## src/design/bda_pkg.sv

```systemverilog
// ---------------------------------------------------------------------------
// bda_pkg: shared types and constants for the button debouncer
// Register map, reset values, field widths and the timing bundle that the
// register block hands to the sequencer.
// ---------------------------------------------------------------------------
package bda_pkg;

   // default geometry
   localparam int BDA_NUM_BUTTONS = 4;
   localparam int BDA_TIME_BITS   = 16;

   // register field widths
   localparam int CFG_W   = 16;
   localparam int ACCEL_W = 8;

   // divider widths: product of interval span and step count, and quotient
   localparam int PROD_W = CFG_W + ACCEL_W;
   localparam int QUO_W  = CFG_W;

   // configuration port
   localparam int CSR_DATA_W = 32;
   localparam int CSR_ADDR_W = 5;
   localparam int CSR_IDX_W  = CSR_ADDR_W - 2;

   // interval floor
   localparam logic [CFG_W-1:0] MIN_FAST = CFG_W'(20);

   // register reset values
   localparam logic [CFG_W-1:0]   RST_DEBOUNCE = CFG_W'(20);
   localparam logic [CFG_W-1:0]   RST_DELAY    = CFG_W'(450);
   localparam logic [CFG_W-1:0]   RST_SLOW     = CFG_W'(160);
   localparam logic [CFG_W-1:0]   RST_FAST     = CFG_W'(45);
   localparam logic [ACCEL_W-1:0] RST_ACCEL    = ACCEL_W'(12);

   // register indexes
   typedef enum logic [CSR_IDX_W-1:0] {
      REG_MASK,
      REG_DEBOUNCE,
      REG_DELAY,
      REG_SLOW,
      REG_FAST,
      REG_ACCEL
   } reg_idx_type;

   // timing registers as seen by the sequencer
   typedef struct packed {
      logic [CFG_W-1:0]   debounce;
      logic [CFG_W-1:0]   repeat_delay;
      logic [CFG_W-1:0]   slow_interval;
      logic [CFG_W-1:0]   fast_interval;
      logic [ACCEL_W-1:0] accel_steps;
   } timing_type;

endpackage

```

## src/design/bda_req_if.sv

```systemverilog
// ---------------------------------------------------------------------------
// bda_req_if: tick channel
// One beat per millisecond tick, carrying the raw level of every button.
// ---------------------------------------------------------------------------
interface bda_req_if #(
   parameter int NUM_BUTTONS = bda_pkg::BDA_NUM_BUTTONS
);
   logic                   valid;
   logic                   ready;
   logic [NUM_BUTTONS-1:0] raw_levels;

   modport source (output valid, output raw_levels, input ready);
   modport sink   (input valid, input raw_levels, output ready);
endinterface

```

## src/design/bda_rsp_if.sv

```systemverilog
// ---------------------------------------------------------------------------
// bda_rsp_if: event channel
// One beat per tick with press, release and repeat pulses and stable levels.
// ---------------------------------------------------------------------------
interface bda_rsp_if #(
   parameter int NUM_BUTTONS = bda_pkg::BDA_NUM_BUTTONS
);
   logic                   valid;
   logic                   ready;
   logic [NUM_BUTTONS-1:0] press_pulses;
   logic [NUM_BUTTONS-1:0] release_pulses;
   logic [NUM_BUTTONS-1:0] repeat_pulses;
   logic [NUM_BUTTONS-1:0] stable_levels;

   modport source (output valid, output press_pulses, output release_pulses,
                   output repeat_pulses, output stable_levels, input ready);
   modport sink   (input valid, input press_pulses, input release_pulses,
                   input repeat_pulses, input stable_levels, output ready);
endinterface

```

## src/design/bda_csr.sv

```systemverilog
// ---------------------------------------------------------------------------
// bda_csr: configuration registers
// APB-style register block holding polarity mask, debounce and repeat timing.
// ---------------------------------------------------------------------------
module bda_csr #(
   parameter int NUM_BUTTONS = bda_pkg::BDA_NUM_BUTTONS
) (
   input  logic                            clock,
   input  logic                            reset,
   input  logic                            psel,
   input  logic                            penable,
   input  logic                            pwrite,
   input  logic [bda_pkg::CSR_ADDR_W-1:0]  paddr,
   input  logic [bda_pkg::CSR_DATA_W-1:0]  pwdata,
   output logic [bda_pkg::CSR_DATA_W-1:0]  prdata,
   output logic                            pready,
   output logic [NUM_BUTTONS-1:0]          mask,
   output bda_pkg::timing_type             timing
);
   import bda_pkg::*;

   logic [NUM_BUTTONS-1:0] mask_ff;
   timing_type             timing_ff;
   reg_idx_type            reg_idx;
   logic                   wr_en;

   assign reg_idx = reg_idx_type'(paddr[CSR_ADDR_W-1:2]);
   assign wr_en   = psel && penable && pwrite;
   assign pready  = 1'b1;
   assign mask    = mask_ff;
   assign timing  = timing_ff;

   // write registers; unknown indexes drop the beat
   always_ff @(posedge clock) begin
      if (reset) begin
         mask_ff                 <= '0;
         timing_ff.debounce      <= RST_DEBOUNCE;
         timing_ff.repeat_delay  <= RST_DELAY;
         timing_ff.slow_interval <= RST_SLOW;
         timing_ff.fast_interval <= RST_FAST;
         timing_ff.accel_steps   <= RST_ACCEL;
      end else if (wr_en) begin
         unique case (reg_idx)
            REG_MASK:     mask_ff                 <= pwdata[NUM_BUTTONS-1:0];
            REG_DEBOUNCE: timing_ff.debounce      <= pwdata[CFG_W-1:0];
            REG_DELAY:    timing_ff.repeat_delay  <= pwdata[CFG_W-1:0];
            REG_SLOW:     timing_ff.slow_interval <= pwdata[CFG_W-1:0];
            REG_FAST:     timing_ff.fast_interval <= pwdata[CFG_W-1:0];
            REG_ACCEL:    timing_ff.accel_steps   <= pwdata[ACCEL_W-1:0];
            default: begin
            end
         endcase
      end
   end

   // read mux
   always_comb begin
      unique case (reg_idx)
         REG_MASK:     prdata = CSR_DATA_W'(mask_ff);
         REG_DEBOUNCE: prdata = CSR_DATA_W'(timing_ff.debounce);
         REG_DELAY:    prdata = CSR_DATA_W'(timing_ff.repeat_delay);
         REG_SLOW:     prdata = CSR_DATA_W'(timing_ff.slow_interval);
         REG_FAST:     prdata = CSR_DATA_W'(timing_ff.fast_interval);
         REG_ACCEL:    prdata = CSR_DATA_W'(timing_ff.accel_steps);
         default:      prdata = '0;
      endcase
   end

endmodule

```

## src/design/bda_div.sv

```systemverilog
// ---------------------------------------------------------------------------
// bda_div: shared restoring divider
// Divides the interval-span product by the step count, one quotient bit per
// cycle. The top divisor-width bits of the dividend must be below the divisor.
// ---------------------------------------------------------------------------
module bda_div (
   input  logic                          clock,
   input  logic                          reset,
   input  logic                          start,
   input  logic [bda_pkg::PROD_W-1:0]    dividend,
   input  logic [bda_pkg::ACCEL_W-1:0]   divisor,
   output logic                          done,
   output logic [bda_pkg::QUO_W-1:0]     quotient
);
   import bda_pkg::*;

   localparam int CNT_W = $clog2(QUO_W);

   logic               busy_ff;
   logic               done_ff;
   logic [CNT_W-1:0]   cnt_ff;
   logic [ACCEL_W-1:0] rem_ff;
   logic [ACCEL_W-1:0] div_ff;
   logic [QUO_W-1:0]   quo_ff;

   logic [ACCEL_W:0]   partial;
   logic [ACCEL_W:0]   diff;
   logic               q_bit;

   // one trial subtraction per cycle
   always_comb begin
      partial = {rem_ff, quo_ff[QUO_W-1]};
      diff    = partial - {1'b0, div_ff};
      q_bit   = (partial >= {1'b0, div_ff});
   end

   always_ff @(posedge clock) begin
      if (reset) begin
         busy_ff <= 1'b0;
         done_ff <= 1'b0;
         cnt_ff  <= '0;
      end else begin
         done_ff <= 1'b0;
         if (start) begin
            busy_ff <= 1'b1;
            cnt_ff  <= CNT_W'(QUO_W - 1);
         end else if (busy_ff) begin
            cnt_ff <= cnt_ff - 1'b1;
            if (cnt_ff == '0) begin
               busy_ff <= 1'b0;
               done_ff <= 1'b1;
            end
         end
      end
   end

   // load operands, then shift in the low dividend bits as quotient bits
   always_ff @(posedge clock) begin
      if (start) begin
         rem_ff <= dividend[PROD_W-1 -: ACCEL_W];
         quo_ff <= dividend[QUO_W-1:0];
         div_ff <= divisor;
      end else if (busy_ff) begin
         rem_ff <= q_bit ? diff[ACCEL_W-1:0] : partial[ACCEL_W-1:0];
         quo_ff <= {quo_ff[QUO_W-2:0], q_bit};
      end
   end

   assign done     = done_ff;
   assign quotient = quo_ff;

endmodule

```

## src/design/button_debounce_autorepeat.sv

```systemverilog
// Sequencing: each tick walks every button through the evaluate state; each
//   button that needs an accelerated interval adds a multiply and a 16-step divide.
// Flow: a new tick is taken only once the previous one has gone to the output
//   register; the per-button sequencer and the shared bit-serial divider set the pace.
// Reset: synchronous, active high; clears all button state, loads register
//   defaults; request ready is combinational and rises as reset drops.
// ---------------------------------------------------------------------------
// button_debounce_autorepeat: debouncer with accelerating auto-repeat
// Walks the buttons one at a time per tick, updating debounce and hold
// counters, and computes the shrinking repeat interval on a shared divider.
// ---------------------------------------------------------------------------
module button_debounce_autorepeat #(
   parameter int NUM_BUTTONS = bda_pkg::BDA_NUM_BUTTONS,
   parameter int TIME_BITS   = bda_pkg::BDA_TIME_BITS
) (
   input  logic                            clock,
   input  logic                            reset,
   bda_req_if.sink                         req_bus,
   bda_rsp_if.source                       rsp_bus,
   input  logic                            csr_psel,
   input  logic                            csr_penable,
   input  logic                            csr_pwrite,
   input  logic [bda_pkg::CSR_ADDR_W-1:0]  csr_paddr,
   input  logic [bda_pkg::CSR_DATA_W-1:0]  csr_pwdata,
   output logic [bda_pkg::CSR_DATA_W-1:0]  csr_prdata,
   output logic                            csr_pready
);
   import bda_pkg::*;

   localparam int IDX_W = (NUM_BUTTONS > 1) ? $clog2(NUM_BUTTONS) : 1;
   localparam int CMP_W = (TIME_BITS > CFG_W) ? TIME_BITS : CFG_W;
   localparam logic [IDX_W-1:0] LAST_IDX = IDX_W'(NUM_BUTTONS - 1);

   typedef enum logic [2:0] {
      ST_IDLE,
      ST_EVAL,
      ST_MULT,
      ST_DSTART,
      ST_DWAIT,
      ST_FIN,
      ST_DONE
   } state_type;

   // configuration
   logic [NUM_BUTTONS-1:0] mask;
   timing_type             timing;

   // sequencer
   state_type              state_ff;
   logic [IDX_W-1:0]       idx_ff;
   logic [NUM_BUTTONS-1:0] levels_ff;
   logic [ACCEL_W-1:0]     steps_ff;
   logic [PROD_W-1:0]      product_ff;

   // per-button state
   logic [NUM_BUTTONS-1:0] last_raw_ff;
   logic [NUM_BUTTONS-1:0] stable_ff;
   logic [NUM_BUTTONS-1:0] held_ff;
   logic [TIME_BITS-1:0]   settle_ff    [NUM_BUTTONS];
   logic [TIME_BITS-1:0]   held_time_ff [NUM_BUTTONS];
   logic [TIME_BITS-1:0]   since_ff     [NUM_BUTTONS];
   logic [TIME_BITS-1:0]   total_ff     [NUM_BUTTONS];

   // tick results being built and the output register
   logic [NUM_BUTTONS-1:0] press_ff;
   logic [NUM_BUTTONS-1:0] release_ff;
   logic [NUM_BUTTONS-1:0] repeat_ff;
   logic                   rsp_valid_ff;
   logic [NUM_BUTTONS-1:0] rsp_press_ff;
   logic [NUM_BUTTONS-1:0] rsp_release_ff;
   logic [NUM_BUTTONS-1:0] rsp_repeat_ff;
   logic [NUM_BUTTONS-1:0] rsp_stable_ff;

   // combinational per-button update
   logic                   raw_bit;
   logic                   change;
   logic                   stable_in;
   logic                   held_in;
   logic [TIME_BITS-1:0]   settle_in;
   logic [TIME_BITS-1:0]   held_time_in;
   logic [TIME_BITS-1:0]   since_in;
   logic [TIME_BITS-1:0]   total_in;
   logic [ACCEL_W-1:0]     steps_in;
   logic [CFG_W-1:0]       fast_c;
   logic [CFG_W-1:0]       slow_c;
   logic [CFG_W-1:0]       span;
   logic [CFG_W-1:0]       accel_interval;
   logic                   accel_on;
   logic                   rep_check;
   logic                   need_div;
   logic                   fire_fast;
   logic                   fire_div;
   logic                   last_btn;

   // divider handshake
   logic                   div_start;
   logic                   div_done;
   logic [QUO_W-1:0]       div_quo;

   function automatic logic [TIME_BITS-1:0] sat_inc(input logic [TIME_BITS-1:0] v);
      return (&v) ? v : v + 1'b1;
   endfunction

   bda_csr #(
      .NUM_BUTTONS (NUM_BUTTONS)
   ) u_csr (
      .clock   (clock),
      .reset   (reset),
      .psel    (csr_psel),
      .penable (csr_penable),
      .pwrite  (csr_pwrite),
      .paddr   (csr_paddr),
      .pwdata  (csr_pwdata),
      .prdata  (csr_prdata),
      .pready  (csr_pready),
      .mask    (mask),
      .timing  (timing)
   );

   bda_div u_div (
      .clock    (clock),
      .reset    (reset),
      .start    (div_start),
      .dividend (product_ff),
      .divisor  (timing.accel_steps),
      .done     (div_done),
      .quotient (div_quo)
   );

   assign div_start = (state_ff == ST_DSTART);
   assign last_btn  = (idx_ff == LAST_IDX);

   // clamp intervals and decide whether acceleration applies
   always_comb begin
      fast_c   = (timing.fast_interval < MIN_FAST) ? MIN_FAST : timing.fast_interval;
      slow_c   = (timing.slow_interval < fast_c) ? fast_c : timing.slow_interval;
      span     = slow_c - fast_c;
      accel_on = (timing.accel_steps != '0) && (slow_c > fast_c);
      accel_interval = slow_c - div_quo;
   end

   // debounce and hold update for the current button
   always_comb begin
      raw_bit = levels_ff[idx_ff] ^ mask[idx_ff];
      settle_in = (raw_bit != last_raw_ff[idx_ff]) ? '0 : sat_inc(settle_ff[idx_ff]);
      change = (CMP_W'(settle_in) >= CMP_W'(timing.debounce)) &&
               (stable_ff[idx_ff] != raw_bit);
      stable_in = change ? raw_bit : stable_ff[idx_ff];
      held_in   = change ? raw_bit : held_ff[idx_ff];
      if (change) begin
         held_time_in = '0;
         since_in     = '0;
         total_in     = '0;
      end else begin
         held_time_in = held_ff[idx_ff] ? sat_inc(held_time_ff[idx_ff])
                                        : held_time_ff[idx_ff];
         since_in     = held_ff[idx_ff] ? sat_inc(since_ff[idx_ff]) : since_ff[idx_ff];
         total_in     = total_ff[idx_ff];
      end
      if (CMP_W'(total_in) >= CMP_W'(timing.accel_steps)) begin
         steps_in = timing.accel_steps;
      end else begin
         steps_in = total_in[ACCEL_W-1:0];
      end
      rep_check = stable_in && held_in &&
                  (CMP_W'(held_time_in) >= CMP_W'(timing.repeat_delay));
      need_div  = rep_check && accel_on;
      fire_fast = rep_check && !accel_on && (CMP_W'(since_in) >= CMP_W'(fast_c));
      fire_div  = CMP_W'(since_ff[idx_ff]) >= CMP_W'(accel_interval);
   end

   // sequencer, button state and output register
   always_ff @(posedge clock) begin
      if (reset) begin
         state_ff     <= ST_IDLE;
         idx_ff       <= '0;
         rsp_valid_ff <= 1'b0;
         last_raw_ff  <= '0;
         stable_ff    <= '0;
         held_ff      <= '0;
         press_ff     <= '0;
         release_ff   <= '0;
         repeat_ff    <= '0;
         for (int i = 0; i < NUM_BUTTONS; i++) begin
            settle_ff[i]    <= '0;
            held_time_ff[i] <= '0;
            since_ff[i]     <= '0;
            total_ff[i]     <= '0;
         end
      end else begin
         // drop the output beat once taken, unless a new one loads now
         if (rsp_valid_ff && rsp_bus.ready && (state_ff != ST_DONE)) begin
            rsp_valid_ff <= 1'b0;
         end

         unique case (state_ff)
            ST_IDLE: begin
               if (req_bus.valid) begin
                  levels_ff  <= req_bus.raw_levels;
                  idx_ff     <= '0;
                  press_ff   <= '0;
                  release_ff <= '0;
                  repeat_ff  <= '0;
                  state_ff   <= ST_EVAL;
               end
            end

            ST_EVAL: begin
               last_raw_ff[idx_ff]  <= raw_bit;
               settle_ff[idx_ff]    <= settle_in;
               stable_ff[idx_ff]    <= stable_in;
               held_ff[idx_ff]      <= held_in;
               held_time_ff[idx_ff] <= held_time_in;
               since_ff[idx_ff]     <= fire_fast ? '0 : since_in;
               total_ff[idx_ff]     <= fire_fast ? sat_inc(total_in) : total_in;
               press_ff[idx_ff]     <= change && raw_bit;
               release_ff[idx_ff]   <= change && !raw_bit;
               repeat_ff[idx_ff]    <= (change && raw_bit) || fire_fast;
               steps_ff             <= steps_in;
               if (need_div) begin
                  state_ff <= ST_MULT;
               end else if (last_btn) begin
                  state_ff <= ST_DONE;
               end else begin
                  idx_ff <= idx_ff + 1'b1;
               end
            end

            ST_MULT: begin
               product_ff <= PROD_W'(span) * PROD_W'(steps_ff);
               state_ff   <= ST_DSTART;
            end

            ST_DSTART: begin
               state_ff <= ST_DWAIT;
            end

            ST_DWAIT: begin
               if (div_done) begin
                  state_ff <= ST_FIN;
               end
            end

            ST_FIN: begin
               if (fire_div) begin
                  since_ff[idx_ff]  <= '0;
                  total_ff[idx_ff]  <= sat_inc(total_ff[idx_ff]);
                  repeat_ff[idx_ff] <= 1'b1;
               end
               if (last_btn) begin
                  state_ff <= ST_DONE;
               end else begin
                  idx_ff   <= idx_ff + 1'b1;
                  state_ff <= ST_EVAL;
               end
            end

            ST_DONE: begin
               // hold until the output register is free
               if (!rsp_valid_ff || rsp_bus.ready) begin
                  rsp_valid_ff   <= 1'b1;
                  rsp_press_ff   <= press_ff;
                  rsp_release_ff <= release_ff;
                  rsp_repeat_ff  <= repeat_ff;
                  rsp_stable_ff  <= stable_ff;
                  state_ff       <= ST_IDLE;
               end
            end

            default: begin
               state_ff <= ST_IDLE;
            end
         endcase
      end
   end

   assign req_bus.ready          = (state_ff == ST_IDLE) && !reset;
   assign rsp_bus.valid          = rsp_valid_ff;
   assign rsp_bus.press_pulses   = rsp_press_ff;
   assign rsp_bus.release_pulses = rsp_release_ff;
   assign rsp_bus.repeat_pulses  = rsp_repeat_ff;
   assign rsp_bus.stable_levels  = rsp_stable_ff;

endmodule
```

## src/flat_wrapper.sv

```systemverilog
// flat-port wrapper written by rule: the top's interface ports become plain ports
module button_debounce_autorepeat_flat import bda_pkg::*;
#(
   parameter int NUM_BUTTONS = bda_pkg::BDA_NUM_BUTTONS,
   parameter int TIME_BITS   = bda_pkg::BDA_TIME_BITS
)
  (clock, reset, csr_psel, csr_penable, csr_pwrite, csr_paddr, csr_pwdata, csr_prdata, csr_pready, req_bus_valid, req_bus_raw_levels, req_bus_ready, rsp_bus_valid, rsp_bus_press_pulses, rsp_bus_release_pulses, rsp_bus_repeat_pulses, rsp_bus_stable_levels, rsp_bus_ready);
  bda_req_if #(.NUM_BUTTONS(NUM_BUTTONS)) req_bus_i ();
  bda_rsp_if #(.NUM_BUTTONS(NUM_BUTTONS)) rsp_bus_i ();
  input  logic clock;
  input  logic reset;
  input  logic csr_psel;
  input  logic csr_penable;
  input  logic csr_pwrite;
  input  logic [bda_pkg::CSR_ADDR_W-1:0] csr_paddr;
  input  logic [bda_pkg::CSR_DATA_W-1:0] csr_pwdata;
  output logic [bda_pkg::CSR_DATA_W-1:0] csr_prdata;
  output logic csr_pready;
  input wire logic [$bits(req_bus_i.valid)-1:0] req_bus_valid;
  input wire logic [$bits(req_bus_i.raw_levels)-1:0] req_bus_raw_levels;
  output wire logic [$bits(req_bus_i.ready)-1:0] req_bus_ready;
  output wire logic [$bits(rsp_bus_i.valid)-1:0] rsp_bus_valid;
  output wire logic [$bits(rsp_bus_i.press_pulses)-1:0] rsp_bus_press_pulses;
  output wire logic [$bits(rsp_bus_i.release_pulses)-1:0] rsp_bus_release_pulses;
  output wire logic [$bits(rsp_bus_i.repeat_pulses)-1:0] rsp_bus_repeat_pulses;
  output wire logic [$bits(rsp_bus_i.stable_levels)-1:0] rsp_bus_stable_levels;
  input wire logic [$bits(rsp_bus_i.ready)-1:0] rsp_bus_ready;
  assign req_bus_i.valid = req_bus_valid;
  assign req_bus_i.raw_levels = req_bus_raw_levels;
  assign req_bus_ready = req_bus_i.ready;
  assign rsp_bus_valid = rsp_bus_i.valid;
  assign rsp_bus_press_pulses = rsp_bus_i.press_pulses;
  assign rsp_bus_release_pulses = rsp_bus_i.release_pulses;
  assign rsp_bus_repeat_pulses = rsp_bus_i.repeat_pulses;
  assign rsp_bus_stable_levels = rsp_bus_i.stable_levels;
  assign rsp_bus_i.ready = rsp_bus_ready;
  button_debounce_autorepeat #(.NUM_BUTTONS(NUM_BUTTONS), .TIME_BITS(TIME_BITS)) u_core (.clock(clock), .reset(reset), .req_bus(req_bus_i), .rsp_bus(rsp_bus_i), .csr_psel(csr_psel), .csr_penable(csr_penable), .csr_pwrite(csr_pwrite), .csr_paddr(csr_paddr), .csr_pwdata(csr_pwdata), .csr_prdata(csr_prdata), .csr_pready(csr_pready));
endmodule
```

## config.mk

```make
export PLATFORM = sky130hd
export DESIGN_NAME = button_debounce_autorepeat_flat
export DESIGN_NICKNAME = d
export VERILOG_FILES = /design/src/design/bda_pkg.sv /design/src/design/bda_req_if.sv /design/src/design/bda_rsp_if.sv /design/src/design/bda_csr.sv /design/src/design/bda_div.sv /design/src/design/button_debounce_autorepeat.sv /design/src/flat_wrapper.sv
export SDC_FILE = /design/constraint.sdc
export NUM_CORES = 1
export LEC_CHECK = 0
export BUFFER_PORTS_ARGS = -buffer_cell sky130_fd_sc_hd__buf_4
export CORE_ASPECT_RATIO = 2
export CORE_MARGIN = 2
export CORE_UTILIZATION = 40
export DETAILED_ROUTE_END_ITERATION = 6
export PLACE_DENSITY = 0.57
export SLEW_MARGIN = 20
export SYNTH_ARGS = -nofsm -noshare
export SYNTH_HDL_FRONTEND = slang
export SYNTH_SLANG_ARGS = --single-unit
```

## constraint.sdc

```tcl
create_clock -name clock -period 12.8 [get_ports clock]
set_input_delay 0.64 -clock clock [delete_from_list [all_inputs] [get_ports clock]]
set_output_delay 0.64 -clock clock [all_outputs]
set_load 0.05 [all_outputs]
```

==> flow_metrics.py, run 1 <==
metrics = {
    "outcome": {
        "status": "finished, final reports clean",
    },
    "synthesis": {
        "synthMuxAreaShare": 0.0764,
        "synth_compound_area_frac": 0.107,
        "synth_xor_area_frac": 0.0259,
        "yosys.area_share.simple": 0.166,
        "netlist_area_um2": 29100,
        "synth_async_sr_flop_share": 0,
        "synth_area_per_cell_um2": 10.1,
        "ys_ff_latch": 454,
        "ys_warn_count": 0,
        "synth_top_family_by_area": "simple AND/OR/NAND/NOR gates",
        "ys.flop_type": "edfxtp_1",
        "syn_inst": 2868,
        "synth-seq-area-share": 0.430,
        "synth_fa_ha_area_frac": 0.135,
        "synth_edf_count": 340,
        "ys_types": 95,
    },
    "pwr": {
        "p_leak_nw": 12.6,
        "p_seq_frac": 0.278,
        "combPwrFrac": 0.526,
        "p_total_mw": 6.74,
        "powerDensity_nw_per_um2": 213,
        "p_switching_mw": 2.77,
        "switching_share": 0.411,
        "peakVddDrop_v": 0.000254,
        "p_clk_frac": 0.195,
        "p_int_mw": 3.97,
    },
    "global_routing": {
        "grt_first_pass_wirelength_um": 134000,
        "grt_usage": 0.235,
        "grt_max_degree": 92,
        "grt_pass1_vias": 22600,
        "grt_overflow": 0,
        "antenna_found_initial": 3,
    },
    "placed_design": {
        "gp_congestion": 0.931,
        "dpl_worst_slack_ps": 2270,
        "io_buffers": 63,
        "hpwlAfterDp_um": 67000,
    },
    "finish": {
        "drive_gt1_frac": 0.103,
        "layout_common_cells": "nor2_1, edfxtp_1, nand2_1, inv_1, ha_1",
        "area_growth_pct": 9.05,
        "finish.net_count": 3190,
        "final_common_cell": "nor2_1",
    },
    "drt": {
        "drt_iter0_drc": 1352,
        "vias_per_cell": 5.67,
        "wl_um": 87700,
        "first_pass_iters": 6,
        "post_drt_wl_per_cell_um": 22.9,
        "drcViolationCount": 0,
        "num_vias": 21700,
        "antenna_left": 0,
    },
    "clock_tree": {
        "cts_max_path_buffers": 3,
        "cts_root_buf": "clkbuf_16",
        "post_cts_resized": 0,
        "post_cts.repair.setup_buffers": 0,
        "clk_pin_slew_worst_paths_ps": 60,
        "cts_num_sinks": 454,
        "clock_latency_ps": 590,
        "cts_made_buffers": 41,
        "cts_hold_buf": 0,
        "cts_tree": "done",
        "cts_max_level": 2,
    },
    "timing": {
        "max_slew_margin": 0.236,
        "setup_viol": 0,
        "tns_ps": 0,
        "hold_viol_final": 0,
        "worstMarginPinSlew_ps": 1140,
        "period_needed_ps": 10670,
        "layout_setup_ws_ps": 2130,
        "fin_skew_ps": 29.9,
        "fin_crit_sh": 0.834,
        "finalMaxSlewViolations": 0,
        "rsz0062_at_grt": "false",
        "max_freq_mhz": 93.7,
    },
    "die": {
        "ios": 99,
        "core_area_um2": 71800,
        "start_util": 0.404,
        "die_area_um2": 74900,
        "die_x_um": 195,
        "die_h_um": 385,
        "rows": 139,
    },
    "worst_setup_path": {
        "startpoint_type": "register",
        "path_delay_family": "compound AO/OA/AOI/OAI gates",
        "critPathKind": "register to register",
        "crit_required_ps": 13130,
        "cp.arrival_ps": 11000,
        "crit_fanout": 19,
        "slowest_stage": "xnor2_1",
        "cp.buffers_inverters": 3,
        "end_kind": "register",
        "critPathMaxStageDelay_ps": 740,
    },
    "flow_run": {
        "cap_viol_max_count": 0,
    },
    "worst_hold_path": {
        "hold_class": "primary input to register",
    },
}
## worst register-to-register path, delay by kind of cell, from the launching register on
family | cells | cell delay [ps]
AOI/OAI and AO/OA | 12 | 3180
adders and majority gates | 7 | 3020
and+or+nand+nor | 8 | 2080
xor gates and xnor gates | 2 | 890
muxes | 1 | 490
DFF | 1 | 380
buffers and inverters | 3 | 360
## path summary, 6_finish.rpt
kind / start / to / slack, ps / depth (start not counted)
worst min register to register: u_core.repeat_ff[3] / u_core.rsp_bus.repeat_pulses[3] / 440 / 0
worst max-delay path: u_core.u_csr.timing[17] / u_core.product_ff[23] / 2130 / 33
worst min-delay path: req_bus_raw_levels[1] / u_core.levels_ff[1] / 240 / 1
worst max register to register: u_core.u_csr.timing[17] / u_core.product_ff[23] / 2130 / 33
## layout make-up
cell class                      instances  area [µm²]
Tap cell                              916        1150
Fill cell                            6750       40100
Sequential cell                       454       12500
Antenna cell                            3        7.51
Clock inverter                         25         305
Inverter                              268        1010
Clock buffer                           48        1090
Timing Repair Buffer                   90         676
Multi-Input combinational cell       2025       15000
## through the flow
| stage | hold WS [ps] | std cells | util | area [µm²] |
|---|---|---|---|---|
| after global placement | 416 | 3753 | 0.421 | 30300 |
| after detailed placement | 426 | 3753 | 0.421 | 30300 |
| after floorplan | 402 | 2883 | - | 29100 |
| after global routing | 227 | 3829 | 0.441 | 31700 |
| final | 241 | 3829 | 0.441 | 31700 |
| after CTS | 213 | 3826 | 0.441 | 31700 |
## cell usage after synthesis (11+ instances only)
master / instances / area, µm²
a211o_1: 11 / 96.3
a21o_1: 36 / 270
a21oi_1: 163 / 816
a22oi_1: 20 / 150
a31oi_1: 22 / 138
and2_1: 98 / 613
and3_1: 27 / 169
buf_2: 18 / 90.1
buf_4: 24 / 180
clkbuf_1: 81 / 304
dfxtp_1: 114 / 2280
edfxtp_1: 340 / 10200
fa_1: 87 / 1740
ha_1: 175 / 2190
inv_1: 266 / 998
mux2_2: 19 / 214
mux2i_1: 36 / 360
mux4_2: 70 / 1580
nand2_1: 302 / 1130
nand2b_1: 30 / 188
nand3_1: 43 / 215
nand4_1: 25 / 156
nor2_1: 388 / 1460
nor2b_1: 18 / 113
nor3_1: 34 / 170
nor4_1: 15 / 93.8
o21a_1: 14 / 105
o21ai_0: 103 / 515
o22ai_1: 11 / 68.8
or2_2: 14 / 87.6
or3_1: 12 / 75.1
xnor2_1: 57 / 499
xor2_1: 24 / 210
## layer usage
metal,track usage,routed length (µm),vias to the layer above
met2,0.449,47000,693
met5,0,0,-
met3,0.0205,3650,235
met4,0.175,7160,0
met1,0.235,29900,10800
li1,-,-,10000
## logic make-up (layout without fill, tap and decap cells)
group	after synthesis	count (layout)
simple gates	1048	1048
compound gates	484	484
flops	454	454
buf+inv	404	431
fa+ha+maj	262	262
mux	131	131
xor+xnor	83	83
other cells	2	20
## state kept, by name, summed over array words and instances (netlist names), 8 cells and up, named ones only
register and flops:
u_core.u_div.div_ff 8, u_core.u_div.rem_ff 8, u_core.steps_ff 8, u_core.product_ff 24, u_core.u_div.quotient 16, u_core.total_ff 64
u_core.since_ff 64, u_core.u_csr.timing 72, u_core.settle_ff 64, u_core.held_time_ff 64
## power groups by stage
stage          Clock (mW)  Sequential [mW]  Combinational (mW)
3_3_place_gp            0             1.90                3.52
2_1_floorplan           0             1.87                2.65
3_5_place_dp            0             1.91                3.56
6_report             1.32             1.88                3.55
5_1_grt              1.39             1.89                4.03
4_1_cts              1.34             1.88                3.59
Note: power is estimated with default switching activity, not from simulation.
==> inputs of run 2 (changes only) <==
--- a/config.mk
+++ b/config.mk
@@ -10,7 +10,7 @@
 export CORE_MARGIN = 2
 export CORE_UTILIZATION = 40
 export DETAILED_ROUTE_END_ITERATION = 6
-export PLACE_DENSITY = 0.57
+export PLACE_DENSITY = 0.6
 export SLEW_MARGIN = 20
 export SYNTH_ARGS = -nofsm -noshare
 export SYNTH_HDL_FRONTEND = slang
==> constraint.sdc (replaced) <==
create_clock -name clock -period 9.75 [get_ports clock]
set_input_delay 0.4875 -clock clock [delete_from_list [all_inputs] [get_ports clock]]
set_output_delay 0.4875 -clock clock [all_outputs]
set_load 0.05 [all_outputs]
==> run 2 against run 1 <==
Compared with the run above: via count grew 0.29%; sequential power grew 31%; clock skew shrank 15 ps; sequential share of layout area shrank 0.26 points; routed wire length shrank 0.34%; combinational power grew 34%; design area grew 0.67%; critical path depth grew 1; clock power grew 23%; worst hold slack lost 160 ps; core utilization grew 0.29 points; non-clock buffer count grew 28; largest cell class unchanged; highest routed layer unchanged.
==> flow_metrics.py, run 2 (synthesized netlist as in run 1, its figures left out) <==
metrics = {
    "clock_tree": {
        "clock_latency_ps": 580,
        "cts_hold_buf": 0,
        "cts_tree": "done",
        "cts_root_buf": "clkbuf_16",
        "clk_pin_slew_worst_paths_ps": 60,
        "cts_max_level": 2,
        "cts_made_buffers": 41,
        "cts_num_sinks": 454,
        "cts_max_path_buffers": 3,
    },
    "timing": {
        "max_slew_margin": 0.263,
        "fin_crit_sh": 0.962,
        "hold_ws_ps": 85.4,
        "worstMarginPinSlew_ps": 1100,
        "fin_skew_ps": 14.8,
        "layout_setup_ws_ps": 369,
        "hold_viol_final": 0,
        "max_freq_mhz": 107,
        "finalMaxSlewViolations": 0,
        "period_needed_ps": 9380,
        "setup_viol": 0,
    },
    "finish": {
        "multi_input_area_um2": 15100,
        "finish.net_count": 3218,
        "fillers": 6764,
        "area_growth_pct": 9.78,
        "final_common_cell": "nor2_1",
        "seq_area_um2": 12500,
        "layout_common_cells": "nor2_1, edfxtp_1, nand2_1, inv_1, ha_1",
        "design_area_um2": 31900,
        "drive_gt1_frac": 0.114,
        "final_util": 0.444,
        "largest_reg_flops": 72,
    },
    "pwr": {
        "combPwrFrac": 0.538,
        "p_switching_mw": 3.66,
        "p_int_mw": 5.18,
        "peakVddDrop_v": 0.000207,
        "switching_share": 0.414,
        "p_seq_frac": 0.278,
        "p_leak_nw": 12.7,
        "p_clk_frac": 0.184,
        "powerDensity_nw_per_um2": 277,
    },
    "global_routing": {
        "grt_usage": 0.234,
        "grt_first_pass_wirelength_um": 132000,
        "grt_pass1_vias": 22700,
        "grt_overflow": 0,
        "antenna_found_initial": 0,
        "grt_max_degree": 70,
    },
    "worst_setup_path": {
        "critPathKind": "register to register",
        "crit_required_ps": 10070,
        "critPathMaxStageDelay_ps": 550,
        "startpoint_type": "register",
        "crit_fanout": 16,
        "cp.arrival_ps": 9700,
        "critPathLaunch": "u_core.u_csr.timing[14]",
        "cp_common_cell": "fa_1",
        "slowest_stage": "fa_1",
        "reg2reg_from": "u_core.u_csr.timing[14]",
        "end_kind": "register",
    },
    "worst_hold_path": {
        "hold_path.startpoint": "req_bus_raw_levels[2]",
        "hold_class": "primary input to register",
    },
    "placed_design": {
        "io_buffers": 63,
        "gp_congestion": 0.991,
        "hpwlAfterDp_um": 66900,
        "dpl-instance-area_um2": 30400,
        "dpl_worst_slack_ps": -83.3,
    },
    "die": {
        "start_util": 0.404,
        "die_area_um2": 74900,
        "core_area_um2": 71800,
        "rows": 139,
        "ios": 99,
        "die_h_um": 385,
        "die_x_um": 195,
    },
    "drt": {
        "first_pass_iters": 7,
        "vias_per_cell": 5.65,
        "num_vias": 21800,
        "antenna_left": 0,
        "post_drt_wl_per_cell_um": 22.6,
        "drt_iter0_drc": 1520,
        "wl_um": 87400,
        "drcViolationCount": 0,
    },
    "outcome": {
        "status": "finished, final reports clean",
    },
    "flow_run": {
        "cap_viol_max_count": 0,
    },
}
[run 2: cell types whose count changed in the layout (fill, tap and decap cells not counted), moves of 3 or more]
cell and change:
xnor2_1 -3, bufinv_16 -5, inv_6 +4, clkbuf_1 +7, xnor2_2 +3, clkinvlp_4 -3, buf_4 +27
[run 2: cell type report]
class / instances / area share
Antenna cell: 1 / 0.0000785
Timing Repair Buffer: 118 / 0.0279
Tap cell: 916 / 0.0359
Multi-Input combinational cell: 2025 / 0.472
Clock buffer: 56 / 0.0362
Sequential cell: 454 / 0.392
Clock inverter: 19 / 0.00424
Inverter: 268 / 0.0315
[run 2: critical path, delay by kind of cell, from the launching register on]
kind,cells,cell delay (ps)
buffers and inverters,6,750
multiplexers,1,420
flip-flops,1,380
AND/OR/NAND/NOR,8,1800
AO/OA/AOI/OAI,10,2570
XOR/XNOR,2,280
adder cells (fa/ha/maj),7,2930
[run 2: metal layers]
metal / up-vias / global-route usage / part of all wire
met1: 10600 / 0.220 / 0.32
li1: 10100 / - / -
met5: - / 0 / 0
met4: 0 / 0.219 / 0.11
met2: 736 / 0.443 / 0.53
met3: 319 / 0.0220 / 0.040
[run 2: path summary, 6_finish.rpt]
kind | slack [ps] | cells past startpoint | end
setup / recovery | 370 | 34 | u_core.product_ff[23]
hold reg to reg | 460 | 2 | u_core.u_csr.timing[45]
setup reg to reg | 370 | 34 | u_core.product_ff[23]
hold / removal | 90 | 1 | u_core.levels_ff[2]
[run 2: power groups by stage]
| stage | Sequential [mW] | Combinational [mW] | Clock, mW |
|---|---|---|---|
| floorplan | 2.45 | 3.48 | 0 |
| global placement | 2.49 | 4.57 | 0 |
| detailed placement | 2.50 | 4.67 | 0 |
| CTS | 2.46 | 4.73 | 1.64 |
| global route | 2.47 | 5.40 | 1.71 |
| finish | 2.46 | 4.75 | 1.62 |
[run 2: what timing repair did]
item                       CTS  global route
hold endpoints to repair     0             0
setup buffers                0             5
setup endpoints to repair    1             4
pin swaps                    0             4
resized for setup            2            19
[run 2: metrics by stage]
stage | total power [mW] | TNS [ps] | instances
final | 8.84 | 0 | 3857
after global routing | 9.58 | -37.8 | 3856
after CTS | 8.83 | 0 | 3851
after detailed placement | 7.18 | -83.3 | 3776
after global placement | 7.07 | -41.7 | 3776
after floorplan | 5.93 | 0 | 2883
